## src/hdl/can_frame_byte_deframer_core_assert.svh

```systemverilog
// Assertion macros shared by the deframer RTL.
`ifndef CAN_FRAME_BYTE_DEFRAMER_CORE_ASSERT_SVH
`define CAN_FRAME_BYTE_DEFRAMER_CORE_ASSERT_SVH

// Check that cond implies prop in the same cycle.
`define CFBD_ASSERT_IMPLIES(label, clk, rst, cond, prop) \
   label: assert property (@(posedge clk) disable iff (rst) (cond) |-> (prop)) \
      else $error("deframer assertion failed");

// Check that cond implies prop in the next cycle.
`define CFBD_ASSERT_NEXT(label, clk, rst, cond, prop) \
   label: assert property (@(posedge clk) disable iff (rst) (cond) |=> (prop)) \
      else $error("deframer assertion failed");

`endif

```

## src/hdl/cfbd_pkg.sv

```systemverilog
// Package with constants and types for the CAN frame byte deframer.
package cfbd_pkg;

   localparam int unsigned FRAME_DATA_BYTES = 8;
   localparam logic [3:0] MAX_DATA_BYTES = 4'd8;

   localparam logic [7:0] START_BYTE = 8'hFD;
   localparam logic [7:0] END_BYTE   = 8'hBF;

   localparam logic [2:0] PH_HUNT   = 3'd0;
   localparam logic [2:0] PH_HEADER = 3'd1;
   localparam logic [2:0] PH_ID_LOW = 3'd2;
   localparam logic [2:0] PH_DATA   = 3'd3;
   localparam logic [2:0] PH_END    = 3'd4;

   typedef struct packed {
      logic [11:0] frame_id;
      logic [3:0]  frame_length;
      logic [63:0] frame_data;
   } frame_type;

endpackage

```

## src/hdl/can_frame_byte_deframer_core.sv

```systemverilog
// CAN frame byte deframer: one byte per request in, one frame per good end byte out.
// The block takes one byte per cycle while req_stall is low. A request is held in an
// input register and decoded there while the skid register is empty. Results go to an output
// register backed by a one-entry skid register; req_stall rises only while the input register
// holds a byte and the skid register is full, so input keeps flowing at one byte per cycle as
// long as the result side takes frames. Bytes outside a frame, oversized headers and frames
// with a wrong end byte yield nothing; unused data bytes of a frame read as zero.
module can_frame_byte_deframer_core
   import cfbd_pkg::*;
(
   input  logic        clock,
   input  logic        reset,
   input  logic        req_valid,
   output logic        req_stall,
   input  logic [7:0]  req_rx_byte,
   output logic        rsp_valid,
   input  logic        rsp_stall,
   output logic [11:0] rsp_frame_id,
   output logic [3:0]  rsp_frame_length,
   output logic [63:0] rsp_frame_data
);

`include "can_frame_byte_deframer_core_assert.svh"

   logic        in_valid_ff, in_valid_in;
   logic [7:0]  in_byte_ff, in_byte_in;
   logic [2:0]  phase_ff, phase_in;
   logic [3:0]  bytes_left_ff, bytes_left_in;
   logic [11:0] held_id_ff, held_id_in;
   logic [3:0]  held_length_ff, held_length_in;
   logic [63:0] held_data_ff, held_data_in;
   logic        out_valid_ff, out_valid_in;
   frame_type   out_ff, out_in;
   logic        skid_valid_ff, skid_valid_in;
   frame_type   skid_ff, skid_in;

   logic        proc_go;
   logic        produce;
   logic        pop;
   frame_type   new_frame;

   assign proc_go   = in_valid_ff && !skid_valid_ff;
   assign req_stall = in_valid_ff && skid_valid_ff;
   assign pop       = out_valid_ff && !rsp_stall;

   always_comb begin
      in_valid_in = in_valid_ff;
      in_byte_in  = in_byte_ff;
      if (!req_stall) begin
         in_valid_in = req_valid;
         in_byte_in  = req_rx_byte;
      end
   end

   always_comb begin
      logic [3:0] lane_diff;
      logic [2:0] lane_idx;
      lane_diff      = held_length_ff - bytes_left_ff;
      lane_idx       = lane_diff[2:0];
      phase_in       = phase_ff;
      bytes_left_in  = bytes_left_ff;
      held_id_in     = held_id_ff;
      held_length_in = held_length_ff;
      held_data_in   = held_data_ff;
      produce        = 1'b0;
      if (proc_go) begin
         unique case (phase_ff)
            PH_HEADER: begin
               if (in_byte_ff[7:4] > MAX_DATA_BYTES) begin
                  phase_in = PH_HUNT;
               end else begin
                  held_length_in = in_byte_ff[7:4];
                  held_id_in     = {in_byte_ff[3:0], 8'h00};
                  phase_in       = PH_ID_LOW;
               end
            end
            PH_ID_LOW: begin
               held_id_in = {held_id_ff[11:8], held_id_ff[7:0] | in_byte_ff};
               if (held_length_ff == 4'd0) begin
                  phase_in = PH_END;
               end else begin
                  bytes_left_in = held_length_ff;
                  phase_in      = PH_DATA;
               end
            end
            PH_DATA: begin
               for (int k = 0; k < FRAME_DATA_BYTES; k++) begin
                  if (lane_idx == 3'(k)) begin
                     held_data_in[8*k +: 8] = held_data_ff[8*k +: 8] | in_byte_ff;
                  end
               end
               bytes_left_in = bytes_left_ff - 4'd1;
               if (bytes_left_ff == 4'd1) begin
                  phase_in = PH_END;
               end
            end
            PH_END: begin
               produce  = (in_byte_ff == END_BYTE);
               phase_in = PH_HUNT;
            end
            default: begin
               if (in_byte_ff == START_BYTE) begin
                  held_id_in     = 12'd0;
                  held_length_in = 4'd0;
                  held_data_in   = 64'd0;
                  bytes_left_in  = 4'd0;
                  phase_in       = PH_HEADER;
               end else begin
                  phase_in = PH_HUNT;
               end
            end
         endcase
      end
   end

   assign new_frame.frame_id     = held_id_ff;
   assign new_frame.frame_length = held_length_ff;
   assign new_frame.frame_data   = held_data_ff;

   always_comb begin
      out_valid_in  = out_valid_ff;
      out_in        = out_ff;
      skid_valid_in = skid_valid_ff;
      skid_in       = skid_ff;
      if (!out_valid_ff) begin
         out_valid_in = produce;
         out_in       = new_frame;
      end else if (pop) begin
         if (skid_valid_ff) begin
            out_in        = skid_ff;
            skid_valid_in = produce;
            skid_in       = new_frame;
         end else begin
            out_valid_in = produce;
            out_in       = new_frame;
         end
      end else if (produce) begin
         skid_valid_in = 1'b1;
         skid_in       = new_frame;
      end
   end

   always_ff @(posedge clock) begin
      if (reset) begin
         in_valid_ff    <= 1'b0;
         phase_ff       <= PH_HUNT;
         bytes_left_ff  <= 4'd0;
         held_id_ff     <= 12'd0;
         held_length_ff <= 4'd0;
         held_data_ff   <= 64'd0;
         out_valid_ff   <= 1'b0;
         skid_valid_ff  <= 1'b0;
      end else begin
         in_valid_ff    <= in_valid_in;
         phase_ff       <= phase_in;
         bytes_left_ff  <= bytes_left_in;
         held_id_ff     <= held_id_in;
         held_length_ff <= held_length_in;
         held_data_ff   <= held_data_in;
         out_valid_ff   <= out_valid_in;
         skid_valid_ff  <= skid_valid_in;
      end
   end

   always_ff @(posedge clock) begin
      in_byte_ff <= in_byte_in;
      out_ff     <= out_in;
      skid_ff    <= skid_in;
   end

   assign rsp_valid        = out_valid_ff;
   assign rsp_frame_id     = out_ff.frame_id;
   assign rsp_frame_length = out_ff.frame_length;
   assign rsp_frame_data   = out_ff.frame_data;

   `CFBD_ASSERT_IMPLIES(a_skid_behind_out, clock, reset, skid_valid_ff, out_valid_ff)
   `CFBD_ASSERT_NEXT(a_blocked_result_to_skid, clock, reset,
      produce && out_valid_ff && rsp_stall, skid_valid_ff)
   `CFBD_ASSERT_IMPLIES(a_header_no_count, clock, reset,
      phase_ff == PH_HEADER, bytes_left_ff == 4'd0)
   `CFBD_ASSERT_IMPLIES(a_data_count_range, clock, reset, phase_ff == PH_DATA,
      bytes_left_ff != 4'd0 && bytes_left_ff <= held_length_ff)

endmodule

```

## config.mk

```make
export PLATFORM = sky130hd
export DESIGN_NAME = can_frame_byte_deframer_core
export DESIGN_NICKNAME = d
export VERILOG_FILES = /design/src/hdl/cfbd_pkg.sv /design/src/hdl/can_frame_byte_deframer_core.sv
export VERILOG_INCLUDE_DIRS = /design/src /design/src/hdl
export SDC_FILE = /design/constraint.sdc
export NUM_CORES = 1
export LEC_CHECK = 0
export BUFFER_PORTS_ARGS = -buffer_cell sky130_fd_sc_hd__buf_4
export CAP_MARGIN = 20
export CORE_MARGIN = 4
export CORE_UTILIZATION = 45
export DETAILED_ROUTE_END_ITERATION = 12
export SETUP_SLACK_MARGIN = 0.5
export SLEW_MARGIN = 20
export SYNTH_ARGS = -nofsm -noshare
export SYNTH_HDL_FRONTEND = slang
export SYNTH_SLANG_ARGS = --single-unit
```

## constraint.sdc

```tcl
create_clock -name clock -period 12.9 [get_ports clock]
set_input_delay 1.935 -clock clock [delete_from_list [all_inputs] [get_ports clock]]
set_output_delay 1.935 -clock clock [all_outputs]
set_load 0.01 [all_outputs]
```

Word-level counts from Yosys, hierarchy flattened
Index checks and enable logic that the tools add are counted.

Add/subtract/negate cells: 2. $lt $le $gt $ge: 1. Equality and inequality tests: 27. Muxes and demuxes: 37. Bitwise gates (word level): 14. Reductions and logical operators: 31.

Operators by type and width (count): 80-bit 2-to-1 mux (6); 64-bit case mux with 2 select lines (1); 8-bit OR (9); 64-bit 2-to-1 mux (1); 8-bit 2-to-1 mux (8); 4-bit AND reduction (11); 12-bit case mux with 3 select lines (1); 12-bit 2-to-1 mux (2); 2-bit != test (second input constant) (12); 8-bit equality test (second input constant) (2); 3-bit equality test (second input constant) (5); 3-bit by 2-bit equality test with 1-bit output (second input constant) (4); 4-bit 2-to-1 mux (3); 3-bit case mux with 4 select lines (1); 4-bit case mux with 3 select lines (1); 1-bit 2-to-1 mux (9); 4-bit case mux with 2 select lines (1); 3-bit by 1-bit equality test with 1-bit output (second input constant) (2); 3-bit 2-to-1 mux (2); 2-bit nonzero test (3); 3-bit nonzero test (2); 3-bit OR reduction (2); 1-bit inverter (5); 5-bit AND reduction (1); other kinds (13) (18).

Register bits: 258. Output and inout port bits: 82.

Longest topological paths before layout
Gate-level depths: netlist of run 1.

Depth in word-level cells: 6. Gate-level depth with buffers: 8. Gate-level depth less buffers: 7.

Least setup slack after synthesis of run 1
OpenSTA, ideal clock, no wires.

Path kind: input -> register. From: input rsp_stall. To: register skid_ff[0] (netlist name), enable pin. Setup time: 0.528 ns. Data arrival time: 5.607 ns. Slack: 6.765 ns. Cell stages on the path: 2. Cells stage by stage: mux2i_1 -> nor2b_1.

Word-level cells in the longest chain between the ends: 4. Elaborated cells on any way between the ends: 5.

RTL lines: from (decl) (RTL line can_frame_byte_deframer_core.sv:17) `input logic rsp_stall,`; 1-bit zero test (*) (RTL line can_frame_byte_deframer_core.sv:44) `assign pop = out_valid_ff && !rsp_stall;`; 1-bit logical AND (*) (RTL line can_frame_byte_deframer_core.sv:44); 2-bit != test (no line) / 2-bit nonzero test (equally long branches); 3-bit AND reduction (no line) (*); to (signal assigned) (RTL line can_frame_byte_deframer_core.sv:168) `skid_ff <= skid_in;`; to (decl) (RTL line can_frame_byte_deframer_core.sv:35) `frame_type skid_ff, skid_in;`.

Mark *: on every way between the ends. The rest lies on a longest branch, timed or not. A chain may end at the register's enable or synchronous reset.

Worst setup path in the final report of run 1
From: register skid_valid_ff. To: output req_stall.

Word-level cells in the longest chain between the ends: 1.

RTL lines: from (decl) (RTL line can_frame_byte_deframer_core.sv:34) `logic skid_valid_ff, skid_valid_in;`; from (signal assigned) (RTL line can_frame_byte_deframer_core.sv:161) `skid_valid_ff <= skid_valid_in;`; 1-bit logical AND (RTL line can_frame_byte_deframer_core.sv:43) `assign req_stall = in_valid_ff && skid_valid_ff;`; to (decl) (RTL line can_frame_byte_deframer_core.sv:14) `output logic req_stall,`.

Every way passes these cells.

==> results of run 1 <==
==> cell families (layout without fill, tap and decap cells) <==
kind of cell,after synthesis,in the layout,share of synthesized area (%)
flops,258,258,71.06
simple gates,134,134,7.351
compound gates,107,107,7.455
mux,91,91,10.49
buf+inv,43,162,2.325
fa+ha+maj,4,4,0.5975
xor+xnor,4,4,0.7143
==> power breakdown <==
| part | internal [mW] | leakage, nW | switching [mW] | total, mW |
|---|---|---|---|---|
| logic | 0.00859 | 1.63 | 0.0188 | 0.0274 |
| registers | 0.872 | 2.57 | 0.00417 | 0.876 |
| clock network | 0.409 | 0.380 | 0.282 | 0.691 |
| total | 1.29 | 4.58 | 0.305 | 1.59 |
==> cell usage after synthesis (6+ instances only) <==
| cell type | n |
|---|---|
| a22o_1 | 8 |
| mux2i_1 | 11 |
| dfxtp_1 | 90 |
| clkbuf_1 | 14 |
| nand2_1 | 28 |
| inv_1 | 16 |
| a2111oi_2 | 8 |
| a21oi_1 | 71 |
| buf_6 | 7 |
| mux2_2 | 80 |
| nor2_1 | 61 |
| nor2_2 | 6 |
| edfxtp_1 | 168 |
==> registers in the layout, indices dropped and copies added (netlist names) <==
signal / flops
skid_valid_ff: 1
rsp_frame_data: 64
skid_ff: 80
held_id_ff: 12
in_valid_ff: 1
rsp_valid: 1
phase_ff: 3
rsp_frame_length: 4
bytes_left_ff: 4
in_byte_ff: 8
held_data_ff: 64
rsp_frame_id: 12
held_length_ff: 4
==> layer usage <==
metal / part of all wire [%] / GRT usage [%] / up-vias
met5: 0 / 0 / -
met4: 1.9 / 4.584 / 0
met3: 4.9 / 2.518 / 28
met2: 48 / 24.81 / 137
met1: 45 / 20.85 / 2644
li1: - / - / 2583
==> critical path, stage by stage (launching register included) <==
cell     delay [ns]
dfxtp_1        0.48
nand2_1        0.30
inv_1          0.17
buf_4          0.14
==> layout make-up <==
type	count	area, um2	share of cell area, %
flip-flops and latches	258	6847	59.74
repair buffers	99	763.2	6.659
inverters	17	63.81	0.5568
multi-input cells	340	2656	23.18
clock inverters	5	50.05	0.4367
clock buffers	41	737.0	6.430
well taps	275	344.1	3.002
==> worst paths after layout <==
| kind | depth (start not counted) | end | slack (ns) |
|---|---|---|---|
| worst max-delay path | 3 | req_stall | 9.37 |
| worst min register to register | 0 | skid_ff[60] | 0.46 |
| worst min-delay path | 0 | skid_ff[60] | 0.46 |
| worst max register to register | 5 | skid_ff[6] | 9.74 |
==> through the flow <==
stage	total power [mW]	util (%)	instance area, um2
floorplan	0.9105	-	9634
global placement	0.9203	50.56	10630
detailed placement	0.9210	50.60	10640
CTS	1.610	54.35	11420
global route	1.648	54.52	11460
finish	1.594	54.52	11460
==> results.ini, run 1 <==
[pwr]
p_per_area_nw_per_um2 = 139.1
p_leak_nw = 4.577
vdd_ir_drop_max_mv = 0.08466

[global_routing]
grt_util_all_layers_pct = 15.13
grt_pass1_vias = 5366
grt_overflow = 0
grt_pass1_wl_mm = 29.35
grt_max_degree = 82
antenna_found_initial = 0

[worst_setup_path]
crit_path_max_fanout = 9
critical_path_class = reg -> out
crit_path_start_kind = register
crit_start = skid_valid_ff
end_kind = primary output
cp.arrival_ns = 1.59
crit_required_ns = 10.97
timing.rr.start = phase_ff[2]

[drt]
wl_per_cell_um = 17.76
routed_wl_mm = 18.39
drt_first_iter_violations = 345
via_count = 5392
drt_pass1_iterations = 5
ant_nets = 0
drc = 0
vias_per_cell = 5.210

[logic_synthesis]
ys_ff_latch = 258
synth_top_flop_cell = edfxtp_1
yosysTopAreaCell = edfxtp_1
yosysTopAreaCellShare_pct = 52.36
seq_area_frac_synth_pct = 71.06
yosysWarnings = 0
yosys-top-cells-area = edfxtp_1, dfxtp_1, mux2_2, a21oi_1, nor2_1
avgSynthCellArea_um2 = 15.03
synth.cell_area_um2 = 9634
synthArstFlopShare_pct = 0
synth_nets = 657
synth_edf_count = 168
synth_cells = 641
ys_types = 62

[floorplan]
dieArea_um2 = 23810
coreArea_um2 = 21020
io_pins = 94
dieHeight_um = 154.3
start_util_pct = 45.83
die_w_um = 154.3
num_rows = 53

[cts]
postCtsSetupBuffers = 0
hold_buffers = 0
clk_pin_slew_ns = 0.06
clock_latency_ns = 0.51
cts_max_level = 1
cts_resized = 0
cts.path.max_buffers = 3
cts_tree = built
cts_buffers = 25
cts_sinks = 258
root_buffer = clkbuf_16

[sta]
whs_ns = 0.4557
tns_ns = 0
tightest_slew_ns = 1.097
max_freq_mhz = 283.4
fin_crit_sh_pct = 27.35
min_period_ns = 3.528
setup_viol = 0
setup_ws_ns = 9.372
finalMaxSlewViolations = 0
rsz0062_at_grt = false
fin_skew_ns = 0.01444
slew_headroom_pct = 26.85
final_hold_viol_count = 0

[hold_path]
min_from = held_data_ff[60]
hold_path_class = reg -> reg

[job]
maxCapViolations = 0

[place]
portBuffers = 93
hpwl_mm = 11.24
dp.cells = 988
pre_cts_ws_ns = 9.296
gp_congestion = 0.8585

[finish]
fillerInstances = 1738
final_common_cell = edfxtp_1
antenna_cells = 0
fin_nets = 757
stdcell_count = 1035
mostFrequentLayoutCells = edfxtp_1, buf_4, dfxtp_1
area_growth_pct = 18.96
drive_above_1_share_pct = 32.24

[status]
status = finished, final reports clean

Power figures use the tool's default switching activity.
==> inputs of run 2 (changes only) <==
--- a/config.mk
+++ b/config.mk
@@ -6,11 +6,13 @@
 export SDC_FILE = /design/constraint.sdc
 export NUM_CORES = 1
 export LEC_CHECK = 0
+export ABC_AREA = 1
 export BUFFER_PORTS_ARGS = -buffer_cell sky130_fd_sc_hd__buf_4
 export CAP_MARGIN = 20
 export CORE_MARGIN = 4
 export CORE_UTILIZATION = 45
 export DETAILED_ROUTE_END_ITERATION = 12
+export PLACE_DENSITY = 0.66
 export SETUP_SLACK_MARGIN = 0.5
 export SLEW_MARGIN = 20
 export SYNTH_ARGS = -nofsm -noshare
==> constraint.sdc (replaced) <==
create_clock -name clock -period 3.2 [get_ports clock]
set_input_delay 0.48 -clock clock [delete_from_list [all_inputs] [get_ports clock]]
set_output_delay 0.48 -clock clock [all_outputs]
set_load 0.01 [all_outputs]
==> run 2 against run 1 <==
Against the previous run:
- clock skew fell by 0.0017 ns
- critical endpoint is now held_data_ff[62]
- clock power rose to 4.6 times the previous value
- count of clock-buffer cells in the layout fell by 7
- power rose to 4.3 times the previous value
==> results.ini, run 2 <==
[pwr]
power_frac_comb_pct = 2.4
power_switching_mw = 1.339
power_frac_clock_pct = 46.1
pwr-share-seq_pct = 51.5
p_per_area_nw_per_um2 = 554.4
p_sw_share_pct = 19.50
vdd_ir_drop_max_mv = 0.4083
internal_power_mw = 5.529
p_leak_nw = 5.209

[global_routing]
grt_pass1_wl_mm = 35.13
antenna_found_initial = 0
grt_pass1_vias = 6617
grt_util_all_layers_pct = 16.42
grt_overflow = 0
grt_max_degree = 81

[place]
gp_congestion = 0.8219
pre_cts_ws_ns = 0.7014
placed_cell_area_um2 = 11470
portBuffers = 93
hpwl_mm = 12.80

[finish]
final_area_um2 = 12390
fillerInstances = 1940
final_common_cell = nor2_1
fin_nets = 1056
largest_register = skid_ff
largest_register_ff_count = 80
drive_above_1_share_pct = 22.64
antenna_cells = 0
ff_latch_area_um2 = 6847
mostFrequentLayoutCells = nor2_1, edfxtp_1, nand2_1
multi_input_area_um2 = 3262
area_growth_pct = 18.53

[logic_synthesis]
yosysMostFrequentCell = nor2_1
seq_area_frac_synth_pct = 65.51
synth_nets = 959
synth_common_cells = nor2_1, edfxtp_1, nand2_1
synth_cells = 943
avgSynthCellArea_um2 = 11.08
synth_top_flop_cell = edfxtp_1
yosys-top-cells-area = edfxtp_1, dfxtp_1, mux2_2, nor2_1, nand2_1
synth_edf_count = 168
synthArstFlopShare_pct = 0
yosysTopAreaCell = edfxtp_1
yosysWarnings = 0
synth.cell_area_um2 = 10450
yosysTopAreaCellShare_pct = 48.27
ys_types = 31
ys_ff_latch = 258

[cts]
cts_tree = built
clock_latency_ns = 0.52
cts_resized = 0
cts_sinks = 258
cts_max_level = 1
cts.path.max_buffers = 3
clk_pin_slew_ns = 0.06
cts_buffers = 26
root_buffer = clkbuf_16

[sta]
setup_viol = 0
setup_ws_ns = 0.9280
tightest_slew_ns = 0.7142
slew_headroom_pct = 52.32
rsz0062_at_grt = false
min_period_ns = 2.272
max_freq_mhz = 440.1
final_hold_viol_count = 0
finalMaxSlewViolations = 0
tns_ns = 0
fin_skew_ns = 0.01271
whs_ns = 0.1385
fin_crit_sh_pct = 71.00

[drt]
ant_nets = 0
drt_pass1_iterations = 5
wl_per_cell_um = 15.95
drt_first_iter_violations = 601
vias_per_cell = 5.195
via_count = 6987
routed_wl_mm = 21.46
drc = 0

[worst_setup_path]
cp_top_family = simple AND/OR/NAND/NOR gates
crit_path_max_fanout = 33
slowest_stage = nor2_8
cpMostUsedCell = nand2_1
end_kind = register
slowest_delay_ns = 0.38
critical_path_class = reg -> reg
cp_cell_sequence = buf_4, inv_1, nand2_1, nor2_1, nand2_1, nand2_2, nand2_1, nor2_8, buf_12, nand3_1, nand2_1, nor2_1
cp.arrival_ns = 2.68
crit_required_ns = 3.61
crit_path_start_kind = register
critPathBufInv = 3

[floorplan]
num_rows = 55
die_w_um = 160.4
start_util_pct = 46.02
coreArea_um2 = 22710
dieHeight_um = 160.4
io_pins = 94
dieArea_um2 = 25730

[status]
status = finished, final reports clean

[job]
maxCapViolations = 0

[hold_path]
hold_path_class = in -> reg

## run 2: changes by cell type in the layout (fill, tap and decap cells not counted), moves of 9 or more
cell	before	now
nor2_4	0	9
o21ai_1	0	14
nand3_1	3	90
nand4_1	1	10
mux2i_1	11	0
nor2_1	61	179
a21oi_1	71	27
nand2_1	26	124
o21ai_0	3	57
mux2_2	80	69
inv_1	16	39
## run 2: stage by stage
step	std cells	total power [mW]	util, %
after floorplan	943	3.705	-
after global placement	1295	3.768	50.49
after detailed placement	1295	3.770	50.49
after CTS	1343	6.941	54.45
after global routing	1345	7.096	54.55
final	1345	6.868	54.55
## run 2: layout make-up
cell class | instances | share of cell area [%]
clock buffers | 34 | 5.666
multi-input cells | 600 | 26.33
repair buffers | 109 | 6.908
clock inverters | 14 | 1.586
well taps | 285 | 2.879
flip-flops and latches | 258 | 55.27
inverters | 45 | 1.364
## run 2: per-layer routing
layer  up-vias  global-route usage, %  share of wire (%)
li1       3451                      -                  -
met1      3312                  23.73                 47
met2       181                  25.69                 45
met3        43                  2.823                5.2
met4         0                  4.654                2.8
met5         -                      0                  0
## run 2: worst reg2reg max path, delay by kind of cell (launching register included)
family | cells | cell delay (ns)
buf+inv | 3 | 0.56
simple gates | 9 | 1.25
flops | 1 | 0.36
## run 2: cells by family after synthesis
kind of cell             after synthesis  share of synthesized area [%]
AND/OR/NAND/NOR                      424                          17.90
AO/OA/AOI/OAI                        103                          4.992
multiplexers                          69                          7.435
flip-flops                           258                          65.51
adder cells (fa/ha/maj)                4                         0.5507
buffers and inverters                 85                          3.615
## run 2: path summary, 6_finish.rpt
kind | start | endpoint | slack (ns) | depth (start not counted)
setup reg to reg | in_byte_ff[1] | held_data_ff[62] | 0.93 | 12
hold reg to reg | held_id_ff[5] | skid_ff[73] | 0.42 | 0
setup / recovery | in_byte_ff[1] | held_data_ff[62] | 0.93 | 12
hold / removal | req_rx_byte[6] | in_byte_ff[6] | 0.14 | 1
## run 2: power by group through the flow
stage	Clock, mW	Combinational (mW)	Sequential, mW
global placement	0	0.155	3.61
global route	3.38	0.181	3.54
finish	3.17	0.163	3.54
floorplan	0	0.0938	3.61
detailed placement	0	0.157	3.61
CTS	3.24	0.158	3.54
## run 2: timing repair
| action | CTS | global route |
|---|---|---|
| setup buffers | 0 | 2 |
| hold buffers | 0 | 0 |
| endpoints found under the setup margin | 0 | 32 |
